--- config.mk ---
export PLATFORM = sky130hd
export DESIGN_NAME = argb_color_crossfade
export DESIGN_NICKNAME = d
export VERILOG_FILES = /design/src/rtl/core/acf_pkg.sv /design/src/rtl/core/argb_color_crossfade.sv
export VERILOG_INCLUDE_DIRS = /design/src /design/src/rtl/core
export SDC_FILE = /design/constraint.sdc
export NUM_CORES = 1
export LEC_CHECK = 0
export BUFFER_PORTS_ARGS = -buffer_cell sky130_fd_sc_hd__buf_2
export CORE_MARGIN = 3
export CORE_UTILIZATION = 44
export DETAILED_ROUTE_END_ITERATION = 12
export PLACE_DENSITY = 0.57
export SYNTH_ARGS = -nofsm -noshare
export SYNTH_HDL_FRONTEND = slang
export SYNTH_SLANG_ARGS = --single-unit
--- constraint.sdc ---
create_clock -name aclk -period 15.8 [get_ports aclk]
set_input_delay 1.58 -clock aclk [delete_from_list [all_inputs] [get_ports aclk]]
set_output_delay 1.58 -clock aclk [all_outputs]
set_load 0.01 [all_outputs]
--- src/rtl/core/argb_color_crossfade_assert.svh ---
// Assertion macros shared by the crossfade RTL.
`ifndef ARGB_COLOR_CROSSFADE_ASSERT_SVH
`define ARGB_COLOR_CROSSFADE_ASSERT_SVH

`ifndef SYNTHESIS
// Clocked check, switched off while reset is asserted.
`define ACF_ASSERT(label, prop) \
    label: assert property (@(posedge aclk) disable iff (!aresetn) prop) \
        else $error("crossfade check failed");
// Clocked check that also holds during reset.
`define ACF_ASSERT_ALWAYS(label, prop) \
    label: assert property (@(posedge aclk) prop) \
        else $error("crossfade check failed");
`else
`define ACF_ASSERT(label, prop)
`define ACF_ASSERT_ALWAYS(label, prop)
`endif

`endif

--- src/rtl/core/acf_pkg.sv ---
// Shared constants and types for the ARGB colour crossfade block.
`default_nettype none

package acf_pkg;

    localparam int FracBits = 16;
    localparam int FracW    = 18;
    localparam int FracOutW = FracBits + 1;
    localparam int ColorW   = 32;
    localparam int LenW     = 16;
    localparam int FrameW   = 10;
    localparam int ThrW     = 10;
    localparam int AccW     = 11;
    localparam int FuncW    = 2;
    localparam int ChanW    = 8;

    localparam int DivW     = AccW + FracBits;
    localparam int DivCntW  = $clog2(DivW + 1);
    localparam int SumW     = DivW + 1;
    localparam int ProdW    = ChanW + FracOutW;

    localparam logic [FracW-1:0] FracOne  = FracW'(1) << FracBits;
    localparam logic [FracW-1:0] FracMax  = '1;
    localparam logic [ThrW-1:0]  ThrReset = ThrW'(100);
    localparam logic [ColorW-1:0] ColorReset = '1;

    // Input stream packing, lowest field first.
    localparam int InColorLo = 0;
    localparam int InDurLo   = InColorLo + ColorW;
    localparam int InFrameLo = InDurLo + LenW;
    localparam int InFracLo  = InFrameLo + FrameW;
    localparam int InFieldsW = InFracLo + FracOutW;
    localparam int IN_TDATA_W = ((InFieldsW + 7) / 8) * 8;
    localparam int IN_TUSER_W = FuncW;

    // Output stream packing, lowest field first.
    localparam int OutFracLo  = ColorW;
    localparam int OutFieldsW = OutFracLo + FracOutW;
    localparam int OUT_TDATA_W = ((OutFieldsW + 7) / 8) * 8;
    localparam int OUT_TUSER_W = 1;

    typedef logic [FuncW-1:0]  func_t;
    typedef logic [ColorW-1:0] color_t;
    typedef logic [FracW-1:0]  frac_t;

    localparam func_t FUNC_START    = 2'd0;
    localparam func_t FUNC_TICK     = 2'd1;
    localparam func_t FUNC_SET_FRAC = 2'd2;

endpackage

`default_nettype wire

--- src/rtl/core/argb_color_crossfade.sv ---
// Top level of the ARGB colour crossfade: sequencer, shared divider and blend multiplier.
//
//  Channel   | Direction | Handshake         | Contents
//  ----------+-----------+-------------------+------------------------------------------
//  s_        | in        | s_tvalid/s_tready | request: func, colour, length, frame, fraction
//  m_        | out       | m_tvalid/m_tready | result: colour, fading flag, fraction
//  cfg_wr_   | in        | cfg_wr_en         | accumulate threshold in ms
//
// A start, set-fraction or unused request, and a tick while no fade runs, go from accept
// straight to hand-over. A tick that does not pass the threshold runs four blend steps
// through the one channel multiplier between accept and hand-over. A tick that passes
// the threshold first runs the restoring divider, one quotient bit per cycle over 27
// bits, then one step to add and saturate, and blends only if progress stays within one.
// Reset is synchronous and active low; all colours come up white and no fade runs.
// A result is held in the output register until taken, and the next request is
// accepted meanwhile; the block stalls in its final step only if that register
// is still full.
`default_nettype none

module argb_color_crossfade (
    input  wire logic                              aclk,
    input  wire logic                              aresetn,
    // Configuration: accumulate threshold in ms.
    input  wire logic                              cfg_wr_en,
    input  wire logic [acf_pkg::ThrW-1:0]          cfg_wr_data,
    // Requests. tdata from bit 0: color_in[31:0], duration_ms[47:32],
    // frame_ms[57:48], fraction_in[74:58], zero padding[79:75].
    input  wire logic                              s_tvalid,
    output logic                                   s_tready,
    input  wire logic [acf_pkg::IN_TDATA_W-1:0]    s_tdata,
    // tuser from bit 0: func[1:0].
    input  wire logic [acf_pkg::IN_TUSER_W-1:0]    s_tuser,
    // Results. tdata from bit 0: color_out[31:0], fraction_out[48:32],
    // zero padding[55:49].
    output logic                                   m_tvalid,
    input  wire logic                              m_tready,
    output logic [acf_pkg::OUT_TDATA_W-1:0]        m_tdata,
    // tuser from bit 0: fading.
    output logic [acf_pkg::OUT_TUSER_W-1:0]        m_tuser
);

    import acf_pkg::*;

    // Sequencer states.
    localparam logic [2:0] ST_IDLE  = 3'd0;  // waiting for a request
    localparam logic [2:0] ST_DIV   = 3'd1;  // one quotient bit per cycle
    localparam logic [2:0] ST_ADD   = 3'd2;  // add increment to progress, saturate
    localparam logic [2:0] ST_BLEND = 3'd3;  // one colour channel per cycle
    localparam logic [2:0] ST_DONE  = 3'd4;  // hand the result to the output register

    logic [2:0]          state_reg, state_next;
    color_t              cur_reg, cur_next;
    color_t              start_reg, start_next;
    color_t              tgt_reg, tgt_next;
    frac_t               frac_reg, frac_next;
    logic [LenW-1:0]     len_reg, len_next;
    logic [AccW-1:0]     acc_reg, acc_next;
    logic [ThrW-1:0]     thr_reg, thr_next;

    // Datapath scratch: dividend shifting out while the quotient shifts in.
    logic [DivW-1:0]     div_reg, div_next;
    logic [LenW-1:0]     rem_reg, rem_next;
    logic [DivCntW-1:0]  cnt_reg, cnt_next;
    logic [1:0]          ch_reg, ch_next;
    color_t              blend_reg, blend_next;

    logic                m_valid_reg, m_valid_next;
    color_t              out_color_reg, out_color_next;
    logic [FracOutW-1:0] out_frac_reg, out_frac_next;
    logic                out_fading_reg, out_fading_next;

    // Request fields.
    func_t               in_func;
    color_t              in_color;
    logic [LenW-1:0]     in_dur;
    logic [FrameW-1:0]   in_frame;
    logic [FracOutW-1:0] in_fin;
    logic                accept;

    assign in_func  = s_tuser[FuncW-1:0];
    assign in_color = s_tdata[InColorLo +: ColorW];
    assign in_dur   = s_tdata[InDurLo +: LenW];
    assign in_frame = s_tdata[InFrameLo +: FrameW];
    assign in_fin   = s_tdata[InFracLo +: FracOutW];

    assign s_tready = (state_reg == ST_IDLE);
    assign accept   = s_tvalid && s_tready;

    // Accumulator add with saturation at its full-scale value.
    logic [AccW:0]   acc_sum;
    logic [AccW-1:0] acc_sat;
    logic            acc_over;

    assign acc_sum  = {1'b0, acc_reg} + (AccW + 1)'(in_frame);
    assign acc_sat  = acc_sum[AccW] ? '1 : acc_sum[AccW-1:0];
    assign acc_over = acc_sat > AccW'(thr_reg);

    // Restoring divider step, shared across all division cycles.
    logic [LenW:0] rem_shift;
    logic [LenW:0] rem_diff;
    logic          rem_ge;

    assign rem_shift = {rem_reg, div_reg[DivW-1]};
    assign rem_diff  = rem_shift - {1'b0, len_reg};
    assign rem_ge    = rem_shift >= {1'b0, len_reg};

    // Progress sum with saturation to the progress register's range.
    logic [SumW-1:0] frac_sum;
    frac_t           frac_sat;

    assign frac_sum = SumW'(frac_reg) + SumW'(div_reg);
    assign frac_sat = (frac_sum > SumW'(FracMax)) ? FracMax : frac_sum[FracW-1:0];

    // Blend unit: one channel per cycle through a single multiplier.
    logic [ChanW-1:0] ch_a, ch_b, ch_diff, ch_step, ch_val;
    logic             ch_up;
    logic [ProdW-1:0] ch_prod;

    assign ch_a    = start_reg[{ch_reg, 3'b000} +: ChanW];
    assign ch_b    = tgt_reg[{ch_reg, 3'b000} +: ChanW];
    assign ch_up   = ch_b >= ch_a;
    assign ch_diff = ch_up ? (ch_b - ch_a) : (ch_a - ch_b);
    assign ch_prod = ProdW'(ch_diff) * ProdW'(frac_reg[FracOutW-1:0]);
    assign ch_step = ch_prod[FracBits +: ChanW];
    assign ch_val  = ch_up ? (ch_a + ch_step) : (ch_a - ch_step);

    // Reported progress, clamped to one.
    logic [FracOutW-1:0] frac_report;
    assign frac_report = (frac_reg > FracOne) ? FracOne[FracOutW-1:0]
                                              : frac_reg[FracOutW-1:0];

    always_comb begin
        state_next      = state_reg;
        cur_next        = cur_reg;
        start_next      = start_reg;
        tgt_next        = tgt_reg;
        frac_next       = frac_reg;
        len_next        = len_reg;
        acc_next        = acc_reg;
        thr_next        = cfg_wr_en ? cfg_wr_data : thr_reg;
        div_next        = div_reg;
        rem_next        = rem_reg;
        cnt_next        = cnt_reg;
        ch_next         = ch_reg;
        blend_next      = blend_reg;
        m_valid_next    = m_valid_reg && !m_tready;
        out_color_next  = out_color_reg;
        out_frac_next   = out_frac_reg;
        out_fading_next = out_fading_reg;

        unique case (state_reg)
            ST_IDLE: begin
                if (accept) begin
                    state_next = ST_DONE;
                    case (in_func)
                        FUNC_START: begin
                            if (in_color == cur_reg || in_dur == '0) begin
                                // Nothing to fade: jump straight to the new colour.
                                cur_next   = in_color;
                                start_next = in_color;
                                tgt_next   = in_color;
                                len_next   = '0;
                                frac_next  = '0;
                                acc_next   = '0;
                            end else begin
                                // A fade under way restarts from the colour shown now.
                                start_next = cur_reg;
                                tgt_next   = in_color;
                                frac_next  = '0;
                                len_next   = in_dur;
                            end
                        end
                        FUNC_TICK: begin
                            if (len_reg != '0) begin
                                acc_next = acc_sat;
                                if (acc_over) begin
                                    div_next   = {acc_sat, FracBits'(0)};
                                    rem_next   = '0;
                                    cnt_next   = DivCntW'(DivW);
                                    state_next = ST_DIV;
                                end else begin
                                    ch_next    = '0;
                                    state_next = ST_BLEND;
                                end
                            end
                        end
                        FUNC_SET_FRAC: begin
                            if (FracW'(in_fin) == FracOne) begin
                                start_next = tgt_reg;
                                cur_next   = tgt_reg;
                                frac_next  = '0;
                                len_next   = '0;
                            end else if (FracW'(in_fin) < FracOne) begin
                                frac_next = FracW'(in_fin);
                                acc_next  = '0;
                            end
                        end
                        default: begin
                            // Unused code: report the status unchanged.
                        end
                    endcase
                end
            end
            ST_DIV: begin
                rem_next = rem_ge ? rem_diff[LenW-1:0] : rem_shift[LenW-1:0];
                div_next = {div_reg[DivW-2:0], rem_ge};
                cnt_next = cnt_reg - DivCntW'(1);
                if (cnt_reg == DivCntW'(1)) begin
                    state_next = ST_ADD;
                end
            end
            ST_ADD: begin
                acc_next = '0;
                if (frac_sat > FracOne) begin
                    // Progress ran past one: settle on the target.
                    start_next = tgt_reg;
                    cur_next   = tgt_reg;
                    frac_next  = '0;
                    len_next   = '0;
                    state_next = ST_DONE;
                end else begin
                    frac_next  = frac_sat;
                    ch_next    = '0;
                    state_next = ST_BLEND;
                end
            end
            ST_BLEND: begin
                blend_next = {ch_val, blend_reg[ColorW-1:ChanW]};
                ch_next    = ch_reg + 2'd1;
                if (ch_reg == 2'd3) begin
                    cur_next   = {ch_val, blend_reg[ColorW-1:ChanW]};
                    state_next = ST_DONE;
                end
            end
            ST_DONE: begin
                if (!m_valid_reg || m_tready) begin
                    m_valid_next    = 1'b1;
                    out_color_next  = cur_reg;
                    out_frac_next   = frac_report;
                    out_fading_next = (len_reg != '0);
                    state_next      = ST_IDLE;
                end
            end
            default: begin
                state_next = ST_IDLE;
            end
        endcase
    end

    // Control and architectural state.
    always_ff @(posedge aclk) begin
        if (!aresetn) begin
            state_reg   <= ST_IDLE;
            cur_reg     <= ColorReset;
            start_reg   <= ColorReset;
            tgt_reg     <= ColorReset;
            frac_reg    <= '0;
            len_reg     <= '0;
            acc_reg     <= '0;
            thr_reg     <= ThrReset;
            m_valid_reg <= 1'b0;
        end else begin
            state_reg   <= state_next;
            cur_reg     <= cur_next;
            start_reg   <= start_next;
            tgt_reg     <= tgt_next;
            frac_reg    <= frac_next;
            len_reg     <= len_next;
            acc_reg     <= acc_next;
            thr_reg     <= thr_next;
            m_valid_reg <= m_valid_next;
        end
    end

    // Datapath scratch and output payload.
    always_ff @(posedge aclk) begin
        div_reg        <= div_next;
        rem_reg        <= rem_next;
        cnt_reg        <= cnt_next;
        ch_reg         <= ch_next;
        blend_reg      <= blend_next;
        out_color_reg  <= out_color_next;
        out_frac_reg   <= out_frac_next;
        out_fading_reg <= out_fading_next;
    end

    assign m_tvalid = m_valid_reg;
    assign m_tdata  = OUT_TDATA_W'({out_frac_reg, out_color_reg});
    assign m_tuser  = out_fading_reg;

    `include "argb_color_crossfade_assert.svh"

    // A settled block shows its target and has nothing left between start and target.
    `ACF_ASSERT(a_idle_settled,
        (state_reg == ST_IDLE && len_reg == '0) |-> (cur_reg == tgt_reg && start_reg == tgt_reg))
    // Stored progress never exceeds one between requests, nor while blending.
    `ACF_ASSERT(a_frac_bounded,
        (state_reg == ST_IDLE || state_reg == ST_BLEND) |-> (frac_reg <= FracOne))
    // An accepted request always holds the input side off in the next cycle.
    `ACF_ASSERT(a_busy_after_accept, accept |=> !s_tready)
    // The divider only runs with a nonzero divisor and a live bit count.
    `ACF_ASSERT(a_div_sane,
        (state_reg == ST_DIV) |-> (len_reg != '0 && cnt_reg != '0))

endmodule

`default_nettype wire
After elaboration in Yosys (flattened, before gate mapping)
Cells that the tools add are included.
{"block": "totals", "reg_bits": 287, "output_inout_bits": 59, "elab_cells": 150}
{"block": "classes", "addsub": 9, "mul": 1, "magnitude_cmp": 7, "eq_ne": 28, "n_shift": 2, "muxes": 64, "n_reduce_logical": 22}
{"op": "$mux W32", "count": 5}
{"op": "$mux W16", "count": 9}
{"op": "$pmux W32 S2", "count": 2}
{"op": "$mux W27", "count": 4}
{"op": "$pmux W16 S2", "count": 3}
{"op": "$pmux W32 S3", "count": 1}
{"op": "$mux W18", "count": 5}
{"op": "$pmux W18 S2", "count": 2}
{"op": "$mux W11", "count": 6}
{"op": "$shiftx A32 B6 Y8", "count": 2}
{"op": "$pmux W27 S2", "count": 1}
{"op": "$gt A18 B17 Y1 const B", "count": 2}
{"op": "$pmux W11 S3", "count": 1}
{"op": "$eq A32 B32 Y1", "count": 1}
{"op": "$add A18 B27 Y28", "count": 1}
{"op": "$gt A28 B18 Y1 const B", "count": 1}
{"op": "$mul A8 B17 Y24", "count": 1}
{"op": "$sub A8 B8 Y8", "count": 3}
{"op": "$pmux W11 S2", "count": 1}
{"op": "$mux W3", "count": 7}
{"op": "$mux W5", "count": 4}
{"op": "$eq A17 B17 Y1 const B", "count": 1}
{"op": "$ge A17 B16 Y1", "count": 1}
{"op": "$lt A17 B17 Y1 const B", "count": 1}
{"op": "other kinds (40)", "count": 68}

Longest topological paths before layout
{"block": "depth", "ltp_word": 8, "depth_mapped": 52, "ltp_nobuf": 49}

Worst setup path after synthesis
OpenSTA, ideal clock, no wires.
{"block": "synth_timing", "path_type": "flip-flop to flip-flop", "from": "register ch_reg[0]", "to": "register cur_reg[31]", "t_arrival_ns": 11.372, "setup_slack_ns": 4.350, "path_stages_with_launch": 47, "path_buffers": 5, "synth_period_minus_slack_ns": 11.450, "cell_sequence": "edfxtp_1 -> buf_2 -> buf_1 -> mux4_2 -> ha_1 -> a21oi_1 -> a311oi_1 -> or2_2 -> buf_2 -> nor2_1 -> nor2_1 -> a21oi_1 -> o22ai_1 -> nand2_1 -> a31o_2 -> a31oi_1 -> clkbuf_1 -> and2_1 -> [11 not listed] -> a2111oi_0 -> a21oi_1 -> a221o_1 -> clkbuf_1 -> nand2_1 -> o221ai_1 -> a221o_1 -> nor2_1 -> xnor2_1 -> ha_1 -> o41ai_1 -> xnor2_1 -> mux4_2 -> a2111oi_0 -> xnor2_1 -> xnor2_1 -> nand2_1 -> a32oi_1"}
{"block": "synth_between", "elab_chain_len": 8}
{"item": "start, declared", "line": "argb_color_crossfade.sv:64", "rtl": "logic [1:0] ch_reg, ch_next;"}
{"item": "start signal, assigned", "line": "argb_color_crossfade.sv:280", "rtl": "ch_reg <= ch_next;"}
{"item": "$shiftx A32 B6 Y8, on equally long branches", "line": "argb_color_crossfade.sv:119, argb_color_crossfade.sv:120"}
{"item": "$sub A8 B8 Y8 or $ge A8 B8 Y1 (tied branches)", "line": "argb_color_crossfade.sv:122, argb_color_crossfade.sv:121"}
{"item": "$mux W8", "line": "argb_color_crossfade.sv:122", "rtl": "assign ch_diff = ch_up ? (ch_b - ch_a) : (ch_a - ch_b);"}
{"item": "$mul A8 B17 Y24", "line": "argb_color_crossfade.sv:123", "rtl": "assign ch_prod = ProdW'(ch_diff) * ProdW'(frac_reg[FracOutW-1:0]);"}
{"item": "$sub A8 B8 Y8 or $add A8 B8 Y8 (tied branches)", "line": "argb_color_crossfade.sv:125", "rtl": "assign ch_val = ch_up ? (ch_a + ch_step) : (ch_a - ch_step);"}
{"item": "$mux W8 (*)", "line": "argb_color_crossfade.sv:125"}
{"item": "via ch_val[7]", "line": "argb_color_crossfade.sv:115", "rtl": "logic [ChanW-1:0] ch_a, ch_b, ch_diff, ch_step, ch_val;"}
{"item": "$mux W32 (*)", "line": "argb_color_crossfade.sv:230", "rtl": "if (ch_reg == 2'd3) begin"}
{"item": "$pmux W32 S3 (*)", "line": "argb_color_crossfade.sv:151", "rtl": "unique case (state_reg)"}
{"item": "end signal, assigned", "line": "argb_color_crossfade.sv:254", "rtl": "cur_reg <= ColorReset;"}
{"item": "end signal, assigned", "line": "argb_color_crossfade.sv:264", "rtl": "cur_reg <= cur_next;"}
{"item": "end, declared", "line": "argb_color_crossfade.sv:52", "rtl": "color_t cur_reg, cur_next;"}
The timed path passes the listed nets; every way through them passes the cells marked *. The select of a mux whose other input is x is not followed.
A chain may end at the register's enable or synchronous reset.

Worst setup path after layout
{"block": "layout_timing", "from": "register ch_reg[1]", "to": "register cur_reg[31]"}
Same word-level chain as after synthesis.

==> results_dict.tcl <==
set metrics [dict create \
    yosysWarningCount 0 \
    ir_worst_vdd_v 0.0000927 \
    setup_viol 0 \
    synth_adder_area_share 0.165 \
    gp_congestion 0.885 \
    rsz0062_at_grt "no" \
    fin_nets 2694 \
    ctsHoldBuffers 0 \
    worstSetupStartpointType "flop" \
    grt_usage 0.230 \
    cts_tree "built" \
    synth_xor_area_frac 0.0364 \
    start_util 0.450 \
    dp_hpwl_um 41100 \
    period_share 0.819 \
    final_cell_mix "263 x nand2_1, 198 x inv_1, 154 x dfxtp_1" \
    antenna_left 0 \
    synth_cells 2305 \
    avgSynthCellArea_sq_um 8.98 \
    cts_resized 0 \
    vias_per_cell 5.64 \
    final_util 0.502 \
    synth_flop_cell "dfxtp_1" \
    drt-initial-drc-count 1242 \
    total_power_mw 3.21 \
    die-area_sq_mm 0.0497 \
    clkLatencyLatePin_ps 550 \
    final_layout_size_suffix_gt1_frac 0.114 \
    power.leakage_nw 9.97 \
    antenna_found_initial 1 \
    path_max_fanout 18 \
    fin_ws_ps 2860 \
    holdWs_ps 450 \
    fin_setup_tns_ps 0 \
    die_y_um 223 \
    cts_inserted_buffers 35 \
    period_needed_ps 12940 \
    ys_types 77 \
    layout_commonest_cell "nand2_1" \
    core_sq_mm 0.0460 \
    firstDrtPassIters 5 \
    cts.sinks 279 \
    synth_simple_gate_area_share 0.189 \
    slew_headroom 0.275 \
    setup.worst_path.class "reg -> reg" \
    async_flop_share 0 \
    overflow 0 \
    crit_path_end_kind "flop" \
    worst_pin_slew_ps 1090 \
    fin_skew_ps 25.1 \
    via_count 16963 \
    htree_levels 2 \
    worst_ep_required_time_ps 16260 \
    syn_area_sq_mm 0.0207 \
    avgRoutedWirePerCell_um 19.3 \
    synth_mux_area_frac 0.0703 \
    timing.fmax_mhz 77.3 \
    hold_violations 0 \
    root_buffer "clkbuf_16" \
    rows 78 \
    synth_compound_gate_area_share 0.145 \
    cellPowerDensity_mw_per_mm2 139 \
    hp-start "blend_reg[16]" \
    max-cap-violations 0 \
    status "finished, final reports clean" \
    ctsLongestPathBuffers 3 \
    grt_pass1_vias 16574 \
    maxSlewViolCount 0 \
    grt_max_degree 91 \
    post_cts.repair.setup_buffers 0 \
    ios 156 \
    dp_slack_ps 3000 \
    die_w_um 223 \
    timing.rr.start "ch_reg[1]" \
    synth-seq-area-share 0.330 \
    wl_um 58000 \
    synth_seq_cells 279 \
    clk_pin_slew_ps 60 \
    slowest_delay_ps 990 \
    syn2layout_area_growth_pct 11.4 \
    cpMaxStageDelayCell "edfxtp_1" \
    crit_arrival_ps 13400 \
    hold_path.class "reg -> reg" \
    synth_top_family_by_area "simple AND/OR/NAND/NOR gates" \
    grt_first_pass_wirelength_um 92200 \
    synth_edf_count 124 \
    startpoint "ch_reg[1]" \
    port_buffers 143 \
    drc_errors 0 \
]
[synth_stat cells, types with 6 or more instances]
cell type / count / area share
a211oi_1: 13 / 0.0047
a21boi_0: 14 / 0.0051
a21o_1: 23 / 0.0083
a21oi_1: 139 / 0.034
a31oi_1: 36 / 0.011
and2_1: 105 / 0.032
and3_1: 28 / 0.0085
buf_1: 7 / 0.0013
buf_2: 14 / 0.0034
buf_4: 9 / 0.0033
clkbuf_1: 102 / 0.018
dfxtp_1: 155 / 0.15
edfxtp_1: 124 / 0.18
fa_1: 94 / 0.091
ha_1: 123 / 0.074
inv_1: 198 / 0.036
mux2i_1: 106 / 0.051
mux4_2: 17 / 0.018
nand2_1: 263 / 0.048
nand2b_1: 17 / 0.0051
nand3_1: 69 / 0.017
nand4_1: 30 / 0.0091
nor2_1: 116 / 0.021
nor2b_1: 44 / 0.013
nor3_1: 22 / 0.0053
nor3b_1: 28 / 0.010
nor4_1: 29 / 0.0088
o211ai_1: 44 / 0.016
o21a_1: 21 / 0.0076
o21ai_0: 113 / 0.027
o21ai_1: 16 / 0.0039
o31ai_1: 6 / 0.0022
or2_2: 7 / 0.0021
or3_1: 6 / 0.0018
xnor2_1: 42 / 0.018
xor2_1: 44 / 0.019
[kinds of logic (layout without fill, tap and decap cells)]
logic type | count (synthesis) | in the layout
buffers and inverters | 335 | 431
other | 1 | 8
multiplexers | 124 | 124
AND/OR/NAND/NOR | 782 | 782
AO/OA/AOI/OAI | 481 | 481
flip-flops | 279 | 279
XOR/XNOR | 86 | 86
adder cells (fa/ha/maj) | 217 | 217
[path summary, 6_finish.rpt]
kind                        to  slack, ps  depth (start not counted)
setup reg to reg   cur_reg[31]       2860                         42
hold reg to reg   blend_reg[8]        450                          0
hold / removal    blend_reg[8]        450                          0
setup / recovery   cur_reg[31]       2860                         42
[area by class of cell]
type | count | area, sq um
fillers | 4385 | 22900
repair buffers | 169 | 913
multi-input cells | 1697 | 12600
clock inverters | 13 | 165
diodes | 1 | 2.50
well taps | 600 | 751
inverters | 198 | 743
flip-flops and latches | 279 | 6830
clock buffers | 51 | 1040
[worst max-delay path, delay by kind of cell (launching register included)]
family,cells,cell delay (ps)
compound gates,18,4580
simple gates,6,880
fa+ha+maj,8,3680
buf+inv,4,460
flops,1,990
mux,2,1000
xor+xnor,4,1200
[routing by layer]
layer,global-route usage,vias to the layer above,wire length (um),share of wire
met1,0.330,8221,27300,0.47
met4,0.0609,0,1530,0.026
met3,0.0341,83,3120,0.054
li1,-,8183,-,-
met5,0,-,0,0
met2,0.363,476,26100,0.45
[stage by stage]
step | cell area (sq um) | instances
floorplan | 20700 | 2311
global placement | 21900 | 2943
detailed placement | 21900 | 2943
CTS | 23100 | 3007
global route | 23100 | 3008
finish | 23100 | 3008
[where the power goes]
group | switching (mW) | internal, mW
clock | 0.331 | 0.510
combinational | 0.868 | 0.549
sequential | 0.0802 | 0.867
(Power assumes the default switching activity.)
